**src/rtl/kcl_pkg.sv**
```systemverilog
`timescale 1ns / 1ps

package kcl_pkg;

    // Fixed field widths
    localparam int CODE_W     = 64;
    localparam int LEN_W      = 5;
    localparam int DEB_W      = 8;
    localparam int KEY_W      = 4;
    localparam int DIGITS_W   = 5;
    localparam int CFG_IDX_W  = 3;
    localparam int CFG_DATA_W = 64;

    localparam int DEFAULT_MAX_DIGITS = 16;

    // Register reset values
    localparam logic [CODE_W-1:0] USER_CODE_RST  = 64'h0000_0000_0000_9999;
    localparam logic [LEN_W-1:0]  USER_LEN_RST   = 5'd4;
    localparam logic [CODE_W-1:0] ADMIN_CODE_RST = 64'h0000_0000_0000_0963;
    localparam logic [LEN_W-1:0]  ADMIN_LEN_RST  = 5'd3;
    localparam logic [DEB_W-1:0]  DEBOUNCE_RST   = 8'd180;

    localparam logic [DEB_W-1:0]  SINCE_MAX      = 8'd255;

    // Event kinds
    localparam logic EV_PRESS = 1'b0;
    localparam logic EV_TICK  = 1'b1;

    // Key codes
    localparam logic [KEY_W-1:0] KEY_DIGIT_MAX  = 4'd9;
    localparam logic [KEY_W-1:0] KEY_STAR       = 4'd10;
    localparam logic [KEY_W-1:0] KEY_HASH       = 4'd11;
    localparam logic [KEY_W-1:0] KEY_ADMIN_EXIT = 4'd0;
    localparam logic [KEY_W-1:0] KEY_ADMIN_ADD  = 4'd1;
    localparam logic [KEY_W-1:0] KEY_ADMIN_DEL  = 4'd2;

    typedef enum logic [1:0] {
        MODE_IDLE  = 2'd0,
        MODE_ENTER = 2'd1,
        MODE_ADMIN = 2'd2
    } t_mode;

    typedef enum logic [CFG_IDX_W-1:0] {
        CFG_USER_CODE  = 3'd0,
        CFG_USER_LEN   = 3'd1,
        CFG_ADMIN_CODE = 3'd2,
        CFG_ADMIN_LEN  = 3'd3,
        CFG_DEBOUNCE   = 3'd4
    } t_cfg_idx;

    typedef struct packed {
        logic [CODE_W-1:0] user_code;
        logic [LEN_W-1:0]  user_len;
        logic [CODE_W-1:0] admin_code;
        logic [LEN_W-1:0]  admin_len;
        logic [DEB_W-1:0]  debounce;
    } t_cfg;

    typedef struct packed {
        logic                key_accepted;
        t_mode               mode;
        logic [DIGITS_W-1:0] digits_entered;
        logic                unlock;
        logic                wrong_code;
        logic                admin_entered;
        logic                enrol_request;
        logic                remove_request;
    } t_result;

endpackage

```
**src/rtl/kcl_step.sv**
```systemverilog
`timescale 1ns / 1ps

// Lock state plus the single-pass next-state/result logic for one request.
module kcl_step import kcl_pkg::*; #(
    parameter int MAX_DIGITS = DEFAULT_MAX_DIGITS
) (
    input  logic             i_clk,
    input  logic             i_rst_n,
    input  logic             i_step,
    input  logic             i_event_kind,
    input  logic [KEY_W-1:0] i_key_code,
    input  t_cfg             i_cfg,
    output t_result          o_result
);

    localparam int CNT_W = $clog2(MAX_DIGITS + 1);
    localparam int IDX_W = $clog2(MAX_DIGITS);

    t_mode              r_mode, n_mode;
    logic [CNT_W-1:0]   r_count, n_count;
    logic [DEB_W-1:0]   r_since, n_since;
    logic [KEY_W-1:0]   r_store [MAX_DIGITS];

    logic               w_press_ok;
    logic               w_is_digit;
    logic               w_has_room;
    logic               w_append;
    logic [CNT_W-1:0]   w_count_app;
    logic [LEN_W-1:0]   w_ulen, w_alen;
    logic [KEY_W-1:0]   w_app [MAX_DIGITS];
    logic [MAX_DIGITS-1:0] w_user_ok, w_admin_ok;
    logic               w_user_match, w_admin_match, w_len_reached;

    assign w_press_ok = (i_event_kind == EV_PRESS) && (r_since >= i_cfg.debounce);
    assign w_is_digit = (i_key_code <= KEY_DIGIT_MAX);
    assign w_has_room = (r_count < CNT_W'(MAX_DIGITS));
    assign w_append   = w_press_ok && (r_mode == MODE_ENTER) && w_is_digit;
    assign w_count_app = w_has_room ? r_count + 1'b1 : r_count;

    // Lengths above the store depth act as the store depth
    assign w_ulen = (i_cfg.user_len > LEN_W'(MAX_DIGITS))
                    ? LEN_W'(MAX_DIGITS) : i_cfg.user_len;
    assign w_alen = (i_cfg.admin_len > LEN_W'(MAX_DIGITS))
                    ? LEN_W'(MAX_DIGITS) : i_cfg.admin_len;

    // One compare lane per digit slot, on the entry with the new digit in place
    for (genvar g = 0; g < MAX_DIGITS; g++) begin : g_lane
        assign w_app[g] = (w_has_room && r_count == CNT_W'(g)) ? i_key_code : r_store[g];
        assign w_user_ok[g]  = (LEN_W'(g) >= w_ulen) ||
                               (w_app[g] == i_cfg.user_code[KEY_W*g +: KEY_W]);
        assign w_admin_ok[g] = (LEN_W'(g) >= w_alen) ||
                               (w_app[g] == i_cfg.admin_code[KEY_W*g +: KEY_W]);
    end

    assign w_user_match  = (w_ulen != '0) && (LEN_W'(w_count_app) == w_ulen) && (&w_user_ok);
    assign w_admin_match = (w_alen != '0) && (LEN_W'(w_count_app) == w_alen) && (&w_admin_ok);
    assign w_len_reached = (LEN_W'(w_count_app) >= w_ulen);

    // Next mode
    always_comb begin
        n_mode = r_mode;
        if (w_press_ok) begin
            case (r_mode)
                MODE_IDLE: begin
                    if (i_key_code == KEY_HASH) n_mode = MODE_ENTER;
                end
                MODE_ENTER: begin
                    if (i_key_code == KEY_STAR) begin
                        n_mode = MODE_IDLE;
                    end else if (w_is_digit) begin
                        if (w_user_match)       n_mode = MODE_IDLE;
                        else if (w_admin_match) n_mode = MODE_ADMIN;
                        else if (w_len_reached) n_mode = MODE_IDLE;
                    end
                end
                MODE_ADMIN: begin
                    if (i_key_code == KEY_ADMIN_EXIT || i_key_code == KEY_ADMIN_ADD ||
                        i_key_code == KEY_ADMIN_DEL) begin
                        n_mode = MODE_IDLE;
                    end
                end
                default: n_mode = MODE_IDLE;
            endcase
        end
    end

    // Digit count and debounce counter
    always_comb begin
        n_count = r_count;
        n_since = r_since;
        if (i_event_kind == EV_TICK) begin
            if (r_since != SINCE_MAX) n_since = r_since + 1'b1;
        end else if (w_press_ok) begin
            n_since = '0;
            case (r_mode)
                MODE_IDLE: begin
                    if (i_key_code == KEY_HASH) n_count = '0;
                end
                MODE_ENTER: begin
                    if (i_key_code == KEY_STAR) begin
                        n_count = '0;
                    end else if (w_is_digit) begin
                        if (w_user_match || w_admin_match || w_len_reached) n_count = '0;
                        else                                                 n_count = w_count_app;
                    end
                end
                default: n_count = r_count;
            endcase
        end
    end

    // Result of this request
    always_comb begin
        o_result                = '0;
        o_result.key_accepted   = w_press_ok;
        o_result.mode           = n_mode;
        o_result.digits_entered = DIGITS_W'(n_count);
        o_result.unlock         = w_append && w_user_match;
        o_result.admin_entered  = w_append && !w_user_match && w_admin_match;
        o_result.wrong_code     = w_append && !w_user_match && !w_admin_match && w_len_reached;
        o_result.enrol_request  = w_press_ok && (r_mode == MODE_ADMIN) &&
                                  (i_key_code == KEY_ADMIN_ADD);
        o_result.remove_request = w_press_ok && (r_mode == MODE_ADMIN) &&
                                  (i_key_code == KEY_ADMIN_DEL);
    end

    always_ff @(posedge i_clk) begin
        if (!i_rst_n) begin
            r_mode  <= MODE_IDLE;
            r_count <= '0;
            r_since <= '0;
        end else if (i_step) begin
            r_mode  <= n_mode;
            r_count <= n_count;
            r_since <= n_since;
        end
    end

    // Digit slots: no reset, only slots below the count are ever compared
    always_ff @(posedge i_clk) begin
        if (i_step && w_append && w_has_room) begin
            r_store[r_count[IDX_W-1:0]] <= i_key_code;
        end
    end

endmodule

```
**src/rtl/keypad_code_lock_controller.sv**
```systemverilog
`timescale 1ns / 1ps

// Channel    | Dir | Handshake               | Payload
// -----------+-----+-------------------------+-------------------------------------------
// input      | in  | i_in_valid / o_in_stall | i_event_kind, i_key_code
// result     | out | o_out_valid/i_out_stall | o_key_accepted, o_mode, o_digits_entered,
//            |     |                         | o_unlock, o_wrong_code, o_admin_entered,
//            |     |                         | o_enrol_request, o_remove_request
// config     | in  | i_cfg_wr_en             | i_cfg_index, i_cfg_data
//
// One request per cycle sustained while i_out_stall is low. A request is held in the
// input register, then the lock logic evaluates it in a single pass into the
// result register, which drives the result port.
// Synchronous active-low reset loads the register defaults, sets mode idle,
// zero digits and a zero debounce count; the digit slots are not cleared.
// o_in_stall is high during reset and while the input register is full and
// the result register is held by i_out_stall.
module keypad_code_lock_controller import kcl_pkg::*; #(
    parameter int MAX_DIGITS = DEFAULT_MAX_DIGITS
) (
    input  logic                  i_clk,
    input  logic                  i_rst_n,
    // request channel
    input  logic                  i_in_valid,
    output logic                  o_in_stall,
    input  logic                  i_event_kind,
    input  logic [KEY_W-1:0]      i_key_code,
    // result channel
    output logic                  o_out_valid,
    input  logic                  i_out_stall,
    output logic                  o_key_accepted,
    output logic [1:0]            o_mode,
    output logic [DIGITS_W-1:0]   o_digits_entered,
    output logic                  o_unlock,
    output logic                  o_wrong_code,
    output logic                  o_admin_entered,
    output logic                  o_enrol_request,
    output logic                  o_remove_request,
    // configuration writes
    input  logic                  i_cfg_wr_en,
    input  logic [CFG_IDX_W-1:0]  i_cfg_index,
    input  logic [CFG_DATA_W-1:0] i_cfg_data
);

    t_cfg             r_cfg;
    logic             r_in_valid;
    logic             r_in_kind;
    logic [KEY_W-1:0] r_in_key;
    logic             r_out_valid;
    t_result          r_out;
    t_result          w_result;
    logic             w_advance;
    logic             w_accept;

    // Move the held request into the result register when that slot is free
    assign w_advance  = r_in_valid && (!r_out_valid || !i_out_stall);
    assign o_in_stall = !i_rst_n || (r_in_valid && !w_advance);
    assign w_accept   = i_in_valid && !o_in_stall;

    // Configuration registers
    always_ff @(posedge i_clk) begin
        if (!i_rst_n) begin
            r_cfg.user_code  <= USER_CODE_RST;
            r_cfg.user_len   <= USER_LEN_RST;
            r_cfg.admin_code <= ADMIN_CODE_RST;
            r_cfg.admin_len  <= ADMIN_LEN_RST;
            r_cfg.debounce   <= DEBOUNCE_RST;
        end else if (i_cfg_wr_en) begin
            case (i_cfg_index)
                CFG_USER_CODE:  r_cfg.user_code  <= i_cfg_data;
                CFG_USER_LEN:   r_cfg.user_len   <= i_cfg_data[LEN_W-1:0];
                CFG_ADMIN_CODE: r_cfg.admin_code <= i_cfg_data;
                CFG_ADMIN_LEN:  r_cfg.admin_len  <= i_cfg_data[LEN_W-1:0];
                CFG_DEBOUNCE:   r_cfg.debounce   <= i_cfg_data[DEB_W-1:0];
                default: ;
            endcase
        end
    end

    // Input register
    always_ff @(posedge i_clk) begin
        if (!i_rst_n) begin
            r_in_valid <= 1'b0;
        end else if (w_accept) begin
            r_in_valid <= 1'b1;
        end else if (w_advance) begin
            r_in_valid <= 1'b0;
        end
    end

    always_ff @(posedge i_clk) begin
        if (w_accept) begin
            r_in_kind <= i_event_kind;
            r_in_key  <= i_key_code;
        end
    end

    kcl_step #(
        .MAX_DIGITS (MAX_DIGITS)
    ) u_step (
        .i_clk        (i_clk),
        .i_rst_n      (i_rst_n),
        .i_step       (w_advance),
        .i_event_kind (r_in_kind),
        .i_key_code   (r_in_key),
        .i_cfg        (r_cfg),
        .o_result     (w_result)
    );

    // Result register
    always_ff @(posedge i_clk) begin
        if (!i_rst_n) begin
            r_out_valid <= 1'b0;
        end else if (w_advance) begin
            r_out_valid <= 1'b1;
        end else if (!i_out_stall) begin
            r_out_valid <= 1'b0;
        end
    end

    always_ff @(posedge i_clk) begin
        if (w_advance) begin
            r_out <= w_result;
        end
    end

    assign o_out_valid      = r_out_valid;
    assign o_key_accepted   = r_out.key_accepted;
    assign o_mode           = r_out.mode;
    assign o_digits_entered = r_out.digits_entered;
    assign o_unlock         = r_out.unlock;
    assign o_wrong_code     = r_out.wrong_code;
    assign o_admin_entered  = r_out.admin_entered;
    assign o_enrol_request  = r_out.enrol_request;
    assign o_remove_request = r_out.remove_request;

endmodule

```
**config.mk**
```make
export PLATFORM = sky130hd
export DESIGN_NAME = keypad_code_lock_controller
export DESIGN_NICKNAME = d
export VERILOG_FILES = /design/src/rtl/kcl_pkg.sv /design/src/rtl/kcl_step.sv /design/src/rtl/keypad_code_lock_controller.sv
export SDC_FILE = /design/constraint.sdc
export NUM_CORES = 1
export LEC_CHECK = 0
export BUFFER_PORTS_ARGS = -buffer_cell sky130_fd_sc_hd__clkbuf_2
export CORE_AREA = 2 2 206 107
export CTS_CLUSTER_SIZE = 30
export DETAILED_ROUTE_END_ITERATION = 12
export DIE_AREA = 0 0 208 109
export GPL_ROUTABILITY_DRIVEN = 0
export MAX_ROUTING_LAYER = met4
export PLACE_DENSITY_LB_ADDON = 0.15
export SYNTH_ARGS = -nofsm -noshare
export SYNTH_HDL_FRONTEND = slang
export SYNTH_SLANG_ARGS = --single-unit
```
**constraint.sdc**
```tcl
create_clock -name i_clk -period 4.5 [get_ports i_clk]
set_clock_uncertainty 0.1 [all_clocks]
set_input_delay 0.675 -clock i_clk [delete_from_list [all_inputs] [get_ports i_clk]]
set_output_delay 0.675 -clock i_clk [all_outputs]
set_load 0.01 [all_outputs]
```
==> results of run 1 <==
-- layout make-up --
| class | count | area (um^2) |
|---|---|---|
| antenna | 2 | 5.005 |
| clock buffer | 36 | 737.0 |
| clock inverter | 4 | 23.77 |
| fill | 1726 | 7186 |
| inverter | 38 | 145.1 |
| multi-input combinational | 1001 | 6083 |
| sequential | 245 | 5727 |
| tap | 280 | 350.3 |
| timing repair buffer | 128 | 758.2 |
-- layer usage --
layer	track usage, %	up-vias
li1	-	4914
met4	6.282	0
met5	-	-
met3	7.661	56
met1	49.42	4970
met2	43.78	579
-- placed cells by master (no fill, tap or decap), types with 5 or more instances in the layout --
master | synthesis | layout
nand2_1 | 317 | 316
dfxtp_1 | 163 | 162
a21oi_1 | 152 | 152
clkbuf_2 | 0 | 91
edfxtp_1 | 82 | 82
xnor2_1 | 69 | 69
mux2i_1 | 66 | 66
xor2_1 | 53 | 53
nor2_1 | 50 | 48
inv_1 | 37 | 37
buf_4 | 6 | 35
nand3_1 | 33 | 33
o21ai_0 | 26 | 26
clkbuf_16 | 0 | 25
ha_1 | 18 | 18
nor4_1 | 15 | 14
o22ai_1 | 13 | 13
nor3_1 | 12 | 12
and2_1 | 13 | 12
o211ai_1 | 11 | 11
nand2b_1 | 10 | 10
or3_1 | 10 | 10
nor2b_1 | 10 | 10
a31oi_1 | 10 | 10
nand4_1 | 9 | 9
and3_1 | 7 | 7
clkbuf_8 | 0 | 7
a22oi_1 | 6 | 6
a221oi_1 | 6 | 6
o221ai_1 | 5 | 5
o31ai_1 | 5 | 5
nor4bb_1 | 5 | 5
-- registers in the layout, summed over array words and instances, names as in the netlist, 2 cells and up --
| name | flops |
|---|---|
| u_step.r_since | 8 |
| r_cfg | 146 |
| u_step.r_mode | 2 |
| o_mode | 2 |
| u_step.r_store | 64 |
| u_step.r_count | 5 |
| r_in_key | 4 |
| o_digits_entered | 5 |
-- critical path, stage by stage (launching register included) --
cell and delay, ns:
dfxtp_1 0.59, inv_1 0.16, ha_1 0.29, nor4bb_1 0.17, buf_4 0.19, o311ai_1 0.48
nand3_1 0.13, or4_1 0.58, a311o_1 0.33, nor4_4 0.48, nor2b_1 0.27, and3_1 0.24
a2bb2oi_1 0.13
-- metrics by stage --
| stage | worst slack (ns) | std cells | setup TNS (ns) | hold slack, ns |
|---|---|---|---|---|
| global placement | 0.2503 | 1692 | 0 | 0.3458 |
| detailed placement | 0.1671 | 1692 | 0 | 0.3540 |
| CTS | 0.1336 | 1732 | 0 | 0.2198 |
| floorplan | 0.9027 | 1371 | 0 | 0.3363 |
| global route | -0.03624 | 1734 | -0.08269 | 0.2228 |
| finish | 0.08870 | 1734 | 0 | 0.2260 |
-- timing repair --
| action | CTS | global route |
|---|---|---|
| endpoints found under the hold margin | 0 | 0 |
| gates resized for setup | 0 | 2 |
| endpoints found under the setup margin | 0 | 9 |
-- cells by family (layout without fill, tap and decap cells) --
logic type | after synthesis | in the layout | share of synthesized area, %
AOI/OAI and AO/OA | 277 | 277 | 13.56
xor gates and xnor gates | 122 | 122 | 8.681
adders and majority gates | 18 | 18 | 1.830
buffers and inverters | 125 | 206 | 4.228
DFF | 245 | 245 | 46.51
muxes | 68 | 68 | 5.662
other | 0 | 2 | 0
and+or+nand+nor | 516 | 516 | 19.53
-- cell usage after synthesis (3+ instances only) --
cell | instances | area share (%)
nor4bb_1 | 5 | 0.41
nor2b_1 | 10 | 0.51
xnor2_1 | 69 | 4.9
a31oi_1 | 10 | 0.51
dfxtp_1 | 163 | 27
a21oi_1 | 152 | 6.2
o221ai_1 | 5 | 0.36
buf_2 | 5 | 0.20
nand2_1 | 317 | 9.7
inv_1 | 37 | 1.1
a41oi_1 | 4 | 0.28
or3_1 | 10 | 0.51
buf_4 | 6 | 0.37
buf_6 | 3 | 0.27
o21ai_0 | 26 | 1.1
buf_1 | 9 | 0.27
a22oi_1 | 6 | 0.37
o31ai_1 | 5 | 0.30
nor4_1 | 15 | 0.76
nor3_1 | 12 | 0.49
nand2b_1 | 10 | 0.51
nand3_1 | 33 | 1.3
clkbuf_1 | 64 | 2.0
o22ai_1 | 13 | 0.66
nor2_1 | 50 | 1.5
a21o_1 | 4 | 0.24
edfxtp_1 | 82 | 20
and2_1 | 13 | 0.66
o311ai_0 | 3 | 0.21
or2_2 | 4 | 0.20
mux2i_1 | 66 | 5.4
o2111ai_1 | 3 | 0.21
and3_1 | 7 | 0.36
nand4_1 | 9 | 0.46
ha_1 | 18 | 1.8
nand4b_1 | 4 | 0.28
xor2_1 | 53 | 3.8
a221oi_1 | 6 | 0.43
o32ai_1 | 3 | 0.21
o211ai_1 | 11 | 0.67
-- power breakdown --
part | switching, mW | leakage [nW] | internal [mW]
logic | 0.174 | 2.78 | 0.0976
registers | 0.0435 | 2.07 | 2.32
clock network | 0.852 | 0.379 | 1.12
total | 1.07 | 5.22 | 3.54
-- final timing paths --
check | end | slack, ns | depth (start not counted)
worst max-delay path | o_digits_entered[2] | 0.09 | 12
worst min-delay path | r_in_key[1] | 0.23 | 1
worst max register to register | o_digits_entered[2] | 0.09 | 12
worst min register to register | r_cfg[3] | 0.37 | 2
==> results by group, run 1 <==
Worst hold path
  – Hold Crit Class: in2reg
  – Worst Hold Launch: i_key_code[1]

Critical path
  – Startpoint Class: flip-flop
  – Start point of the critical path: u_step.r_count[0]
  – Crit path max fanout: 11
  – Worst Setup End Kind: flip-flop
  – Reg2reg start: u_step.r_count[0]
  – CP arrival: around 4.6 ns
  – Crit Path Class: reg2reg
  – Worst path required time: between 4 and 5 ns

STA
  – Max Slew Vio Count: 0
  – Final Hold Vio Count: 0
  – Crit share post-route: a little over nine tenths
  – Worst-margin pin slew: between 1 and 1.5 ns
  – Max-slew headroom: between 30% and 40%
  – Final setup viols: 0
  – Fmax: 0.2267 GHz
  – RSZ-0062 raised after global routing: true
  – Final Critical Period: between 4 and 5 ns

Clocking
  – Clk slew on worst S/H paths: approximately 0.07 ns
  – Num CTS Buffers: 22
  – Clock sink total: ~250
  – CTS Buffer Depth: 3
  – CTS tree: built
  – Worst-Skew Late Latency: ~0.53 ns
  – Quantity of hold-fixing buffers added after cts: 0
  – Post-CTS setup buffers: 0
  – Clock Root Buffer: clkbuf_16
  – H-tree Lvls: 1

Detailed routing
  – Met1 WL: 16.78 mm
  – Per-cell routed wire length: between 20 and 25 um
  – 1st-pass router iterations: 6
  – Residual DRC: 0
  – DR WL met2: 14.11 mm
  – DR top layer: met4
  – WL final: approximately 36 mm
  – Via density: 6.066
  – DR vias: approximately 11000
  – Antenna viol nets, final: 0
  – First DRT Iteration DRCs: about 1500
  – Routed wl met3: 4.330 mm

Finish
  – Layout cells sized above 1: between 10% and 20%
  – Final Instance Area: between 0.01 and 0.015 mm^2
  – Final core area utilization: about 66%
  – Area grow syn2layout: 12.35%
  – Total Nets Final: roughly 1500

Yosys
  – Synth Warn #: 0
  – Synth Instances: approximately 1400
  – Synth Register Bits: ~250
  – EDFF count, synth: 82
  – Ys async rst share: 0%
  – Post-synth cell types: 75
  – Sequential area share after synthesis: 46.51%
  – Cell Area, Synth: about 0.012 mm^2
  – Primary FF master, synth: dfxtp_1
  – Synthesized area per cell: 8.978 um^2
  – Syn Nets: 1466

Die
  – Starting density of the core: between 50% and 60%
  – Die width: between 200 and 250 um
  – Die Footprint: roughly 0.023 mm^2
  – # IOs: 92
  – Die height: approximately 110 um
  – # rows: 38
  – Core area: 0.02102 mm^2

Placement
  – I/O Buffers: 91
  – DP Area: 0.01306 mm^2
  – Dpl hpwl: around 25 mm

Global route
  – Total gr overflow: 0
  – Global Route Usage Sum: between 30 and 40%
  – Number of global-route vias before repair: between 9000 and 10000
  – Global-route wire length before repair: 55.34 mm
  – Largest net degree at the start of global routing: 88
  – Initial antenna violation count: 2

Pwr
  – Pwr Total: 4.609 mW
  – Pwr per Cell Area: 333.3 mW/mm^2
  – Peak VDD IR: between 0.2 and 0.3 mV
  – Lkg Pwr: approximately 5.2 nW

Run status
  – Status: completed

Job
  – Maxcap violations: 0
Power figures use the tool's default switching activity.
==> run 2: changes to the inputs <==
Settings changed: CORE_AREA 2 2 206 107 to 2 2 219 113, DIE_AREA 0 0 208 109 to 0 0 221 115, SYNTH_HIERARCHICAL set to 1.
==> run 2 against run 1 <==
  * Sequential cell count is the same
  * Global-route usage shrank 0.20 points
  * Area after synthesis grew 13%
  * First-iteration DRC count shrank 3.2%
  * Cell count grew 6.1%
  * Fmax shrank 0.60%
  * Clock power grew 4%
  * Non-clock buffer count grew 1
  * Critical path type unchanged
  * Largest cell class unchanged
==> results by group, run 2 <==
Run status
  – Status: completed

Placement
  – Dpl hpwl: 28.97 mm
  – Placed cell count: 1797
  – I/O Buffers: a little over 90
  – Dpl ws: between 0.2 and 0.3 ns

Die
  – Core area: between 0.02 and 0.025 mm^2
  – Starting density of the core: between 50% and 60%
  – Die width: 221 um
  – # IOs: around 90
  – Die Footprint: 0.02542 mm^2
  – Die height: 115 um
  – # rows: 40

Yosys
  – Post-synth cell types: 88
  – Ys async rst share: 0%
  – Cell Area, Synth: about 0.014 mm^2
  – Top post-synthesis cells by area: dfxtp_1 (23%), edfxtp_1 (18%), mux2i_1 (14%), nand2_1 (6.4%), xor2_1 (3.8%)
  – Synth Warn #: 6
  – EDFF count, synth: 82
  – Top cell type's share of synthesized area: between 20% and 30%
  – Synth Register Bits: 245
  – Synth Instances: about 1400
  – Count leader, synth: nand2_1
  – Synthesized area per cell: 9.668 um^2
  – Yosys top cell by area: dfxtp_1
  – Primary FF master, synth: dfxtp_1
  – Syn Nets: between 1500 and 2000
  – Top cells by count, synth: nand2_1 (238), mux2i_1 (195), dfxtp_1 (163)
  – Sequential area share after synthesis: 40.99%

Clocking
  – CTS Buffer Depth: 3
  – Clk slew on worst S/H paths: approximately 0.070 ns
  – Num CTS Buffers: 23
  – Quantity of hold-fixing buffers added after cts: 0
  – Worst-Skew Late Latency: approximately 0.54 ns
  – Clock Root Buffer: clkbuf_16
  – H-tree Lvls: 1
  – CTS tree: built
  – Clock sink total: approximately 250

Pwr
  – Pwr per Cell Area: 309.3 mW/mm^2
  – Lkg Pwr: 6.074 nW
  – Peak VDD IR: a little under 0.5 mV

Critical path
  – Worst-path cell chain: inv_1, ha_1, nand2b_1, nand2_1, ha_1, and4_1, o211ai_1, nor4_1, o2111ai_1, a2111oi_0, nand4_1, a221o_1, nand3_1, nor3_1
  – Slowest Stage Delay on Critical Path: 0.65 ns
  – Worst path slowest cell: nor4_1
  – Top cell by count, worst path: ha_1
  – Worst path required time: 4.66 ns
  – CP top delay family: simple AND/OR/NAND/NOR gates
  – Worst Setup End Kind: flip-flop
  – Startpoint Class: flip-flop
  – Buf/Inv on CP: 1
  – CP arrival: about 4.6 ns
  – Crit Path Class: reg2reg
  – Crit path max fanout: 11

Finish
  – Commonest non-fill, non-tap cells in the layout: nand2_1 (238), mux2i_1 (195), dfxtp_1 (163), clkbuf_2 (90), edfxtp_1 (82)
  – Total Nets Final: about 1600
  – Most common cell after layout, fill and taps aside: nand2_1
  – Final core area utilization: about 65%
  – Non-filler cells, final: roughly 1800
  – Layout fillers: between 1500 and 2000
  – Register area: roughly 0.0057 mm^2
  – # diodes: 0
  – Area grow syn2layout: 10.09%
  – Most flop-heavy register: r_cfg
  – Max reg flops: between 100 and 150
  – Layout cells sized above 1: between 10 and 15%
  – Multi-input logic area: 0.007441 mm^2

Detailed routing
  – DR vias: between 10000 and 15000
  – Antenna viol nets, final: 0
  – Via density: about 6.3
  – Per-cell routed wire length: approximately 22 um
  – 1st-pass router iterations: 6
  – First DRT Iteration DRCs: between 1000 and 1500
  – Residual DRC: 0
  – WL final: a little over 40 mm

Global route
  – Initial antenna violation count: 0
  – Largest net degree at the start of global routing: 100
  – Global-route wire length before repair: about 62 mm
  – Number of global-route vias before repair: about 11000
  – Global Route Usage Sum: about a third
  – Total gr overflow: 0

Job
  – Maxcap violations: 0

STA
  – Worst-margin pin slew: roughly 1.1 ns
  – Max-slew headroom: between 20% and 30%
  – Final setup viols: 0
  – Crit share post-route: a little over nine tenths
  – Final hold slack: ~0.21 ns
  – Fmax: around 0.23 GHz
  – RSZ-0062 raised after global routing: false
  – Max Slew Vio Count: 0
  – Final Critical Period: 4.438 ns
  – Final Hold Vio Count: 0
  – PnR worst setup slack: approximately 0.062 ns
  – Setup TNS: 0 ns

Worst hold path
  – Hold Crit Class: in2reg
[run 2: changes by cell type in the layout (fill, tap and decap cells not counted), sizes merged, moves of 10 or more]
cell     previous run  this run
inv                38        67
or2                 4        14
o22ai              13        27
a221oi              6        20
nor3               12        30
a21oi             152        30
nand2             317       238
xnor2              69        41
a2111oi             3        26
nor2b              10        59
nand3              33        15
mux2i              68       195
[run 2: power breakdown]
group	total [mW]	internal (mW)	switching, mW
combinational	0.342	0.133	0.209
sequential	2.36	2.32	0.0464
clock	2.05	1.18	0.876
total	4.76	3.62	1.13
[run 2: repair_timing]
item,4_1_cts,5_1_grt
resized for setup,0,1
buffers inserted,0,2
setup endpoints to repair,0,4
[run 2: stage by stage]
step           cell area, um^2  total power [mW]
6_report                 15380             4.757
5_1_grt                  15380             4.899
4_1_cts                  15360             4.774
3_5_place_dp             14580             2.744
3_3_place_gp             14580             2.737
2_1_floorplan            13970             2.612
[run 2: path summary, 6_finish.rpt]
check,from,endpoint,slack (ns),depth (start not counted)
hold reg to reg,r_cfg[132],r_cfg[132],0.37,2
hold / removal,i_event_kind,r_in_kind,0.21,1
setup reg to reg,u_step/r_count[0],o_wrong_code,0.06,14
setup / recovery,u_step/r_count[0],o_wrong_code,0.06,14
[run 2: layer usage]
metal / track usage (%) / routed length, um / up-vias
met1: 47.63 / 19300 / 5591
met3: 8.203 / 4234 / 61
met5: - / 0 / -
li1: - / - / 5311
met4: 6.622 / 830 / 0
met2: 44.63 / 15900 / 559
[run 2: final cells by class]
| type | instances | share of cell area, % |
|---|---|---|
| tap | 315 | 2.563 |
| clock buffer | 30 | 4.393 |
| clock inverter | 11 | 0.6916 |
| inverter | 67 | 1.635 |
| multi-input combinational | 1043 | 48.39 |
| sequential | 245 | 37.23 |
| timing repair buffer | 129 | 5.101 |
[run 2: worst register-to-register path, cell delays in order (launching register included)]
cell       delay [ns]
dfxtp_1          0.59
inv_1            0.23
ha_1             0.42
nand2b_1         0.12
nand2_1          0.06
ha_1             0.27
and4_1           0.24
o211ai_1         0.09
nor4_1           0.65
o2111ai_1        0.20
a2111oi_0        0.48
nand4_1          0.16
a221o_1          0.35
nand3_1          0.15
nor3_1           0.06
[run 2: kinds of logic after synthesis]
family,count (synthesis),share of synthesized area (%)
adders and majority gates,18,1.612
muxes,195,13.97
xor gates and xnor gates,101,6.332
buffers and inverters,157,5.974
DFF,245,40.99
AOI/OAI and AO/OA,215,11.57
and+or+nand+nor,514,19.55
==> run 3: changes to the inputs <==
Settings changed: CORE_AREA 2 2 219 113 to 2 2 309 158, CTS_BUF_LIST set to sky130_fd_sc_hd__clkbuf_2, DIE_AREA 0 0 221 115 to 0 0 311 160.
==> run 3 against run 2 <==
  * Critical path depth unchanged
  * Cell area rose by 6.8%
  * Setup slack improved by 0.053 ns
  * Power shrank 8.5%
  * Count of clock-buffer cells in the layout grew 67
  * Non-clock buffer count up 83
  * Worst hold slack worse by 0.052 ns
  * Clock power decreased by 23%
  * Largest power group unchanged
  * Highest routed layer unchanged
==> results by group, run 3 (synthesized netlist as in run 2, its figures left out) <==
Run status
  – Status: completed

Critical path
  – Worst-path cell chain: inv_1, ha_1, nor4bb_4, buf_4, a2111oi_2, a22oi_1, a211oi_2, o2111ai_1, a2111oi_1, buf_4, nand4_1, a221o_1, nand3_1, nor3_1
  – Worst path slowest cell: dfxtp_1
  – Crit path max fanout: 8
  – Crit Path Class: reg2reg
  – Setup slack, reg-to-reg: about 0.12 ns
  – CP top delay family: compound AO/OA/AOI/OAI gates
  – Worst reg2reg path endpoint: o_wrong_code
  – Reg2reg start: u_step/r_count[1]
  – Top cell by count, worst path: buf_4
  – Buf/Inv on CP: 3
  – CP arrival: 4.94 ns
  – Slowest Stage Delay on Critical Path: 0.54 ns
  – Cell depth of the worst flop-to-flop path: 14
  – Startpoint Class: flip-flop
  – Worst Setup End Kind: flip-flop
  – Worst path required time: 5.06 ns

Finish
  – Most common cell after layout, fill and taps aside: nand2_1
  – Max reg flops: between 100 and 150
  – Area grow syn2layout: 17.60%
  – Commonest non-fill, non-tap cells in the layout: nand2_1 (238), mux2i_1 (195), clkbuf_2 (187), dfxtp_1 (163), edfxtp_1 (82)
  – Total Nets Final: roughly 1700
  – Layout cells sized above 1: about 17%
  – Final Instance Area: 0.01643 mm^2
  – Final core area utilization: between 30% and 40%
  – Most flop-heavy register: r_cfg

Die
  – Die Footprint: ~0.050 mm^2
  – Die width: approximately 310 um
  – # IOs: 92
  – # rows: 57
  – Starting density of the core: 29.41%
  – Core area: ~0.047 mm^2
  – Die height: 160 um

Detailed routing
  – Via density: ~5.0
  – First DRT Iteration DRCs: a little under 1000
  – WL final: 47.11 mm
  – DR vias: roughly 12000
  – 1st-pass router iterations: 5
  – Antenna viol nets, final: 0
  – Residual DRC: 0
  – Per-cell routed wire length: between 20 and 25 um

STA
  – Final hold slack: around 0.16 ns
  – Final setup viols: 0
  – RSZ-0062 raised after global routing: false
  – Final Hold Vio Count: 0
  – Setup TNS: 0 ns
  – Final Critical Period: 4.384 ns
  – Max Slew Vio Count: 0
  – Worst-margin pin slew: 1.114 ns
  – Crit share post-route: 97.43%
  – Fmax: between 0.2 and 0.25 GHz
  – Max-slew headroom: between 20% and 30%

Global route
  – Global-route wire length before repair: approximately 70 mm
  – Total gr overflow: 0
  – Largest net degree at the start of global routing: between 100 and 150
  – Global Route Usage Sum: approximately 19%
  – Number of global-route vias before repair: 11390
  – Initial antenna violation count: 3

Pwr
  – Peak VDD IR: roughly 0.12 mV
  – Pwr per Cell Area: roughly 260 mW/mm^2
  – Net Sw Frac: between 20% and 30%
  – Clock share of power: 36.4%
  – Fraction of power consumed by sequential logic: ~54%
  – Lkg Pwr: between 6 and 7 nW
  – P_sw: 1.240 mW
  – Int Pwr: 3.110 mW
  – Combinational share of power: 9.4%

Placement
  – I/O Buffers: 91
  – Dpl hpwl: between 30 and 40 mm
  – DP Area: about 0.015 mm^2

Clocking
  – Worst-Skew Late Latency: about 1 ns
  – H-tree Lvls: 2
  – Clock sink total: around 250
  – Clock Root Buffer: clkbuf_2
  – Num CTS Buffers: slightly below 60
  – CTS Buffer Depth: 3
  – Clk slew on worst S/H paths: 0.15 ns
  – CTS tree: built

Worst hold path
  – Worst Hold Endpoint: r_cfg[81]
  – Hold Crit Class: in2reg
  – Worst Hold Launch: i_cfg_index[2]
  – Hold path depth: 4

Job
  – Maxcap violations: 0
-- run 3: changes by cell type in the layout (fill, tap and decap cells not counted), sizes merged --
cell         change
inv              -1
clkinv           +2
clkbuf          +67
buf             +11
dlygate4sd3     +72
diode            +3
bufinv           -1
-- run 3: cell type report --
type                            count  area (um^2)
Sequential cell                   245         5725
Clock inverter                     11        71.32
Timing Repair Buffer              212         1600
Clock buffer                       97        485.5
Antenna cell                        3        7.507
Tap cell                          649        812.0
Inverter                           67        251.5
Multi-Input combinational cell   1043         7475
Fill cell                        4974        31070
-- run 3: repair_timing --
item                       CTS  global route
setup endpoints to repair    0             5
hold buffers                72             0
hold endpoints to repair   157             0
gates resized for setup      0             8
setup buffers                0             1
-- run 3: worst max path at each step --
stage                     depth (start not counted)  slack, ns               from            to
after detailed placement                         15        0.1  u_step/r_count[0]  o_wrong_code
after global routing                             13       0.02  u_step/r_count[1]      o_unlock
after CTS                                        15       0.08  u_step/r_count[0]  o_wrong_code
final                                            14       0.12  u_step/r_count[1]  o_wrong_code
after global placement                           13       0.23  u_step/r_count[0]  o_wrong_code
after floorplan                                  16       0.83  u_step/r_count[2]  o_wrong_code
-- run 3: per-stage QoR --
| stage | total power, mW | cells | setup WS (ns) |
|---|---|---|---|
| 2_1_floorplan | 2.612 | 1445 | 0.8300 |
| 3_3_place_gp | 2.766 | 2143 | 0.2290 |
| 3_5_place_dp | 2.769 | 2143 | 0.09725 |
| 4_1_cts | 4.434 | 2323 | 0.08449 |
| 5_1_grt | 4.592 | 2327 | 0.01691 |
| 6_report | 4.350 | 2327 | 0.1155 |
-- run 3: layer usage --
| metal | wire length, um | track usage [%] |
|---|---|---|
| met1 | 25550 | 29.83 |
| met2 | 17510 | 25.03 |
| met3 | 3250 | 4.338 |
| met4 | 793 | 4.150 |
| met5 | 0 | - |
-- run 3: worst min-delay path, cell delays in order --
cell	delay [ns]
clkbuf_2	0.15
nor4bb_1	0.08
buf_4	0.16
mux2i_1	0.11
-- run 3: power groups by stage --
stage	registers (mW)	logic, mW	clock network, mW
6_report	2.36	0.410	1.58
5_1_grt	2.36	0.446	1.78
4_1_cts	2.36	0.412	1.66
3_5_place_dp	2.41	0.361	0
3_3_place_gp	2.41	0.358	0
2_1_floorplan	2.39	0.218	0
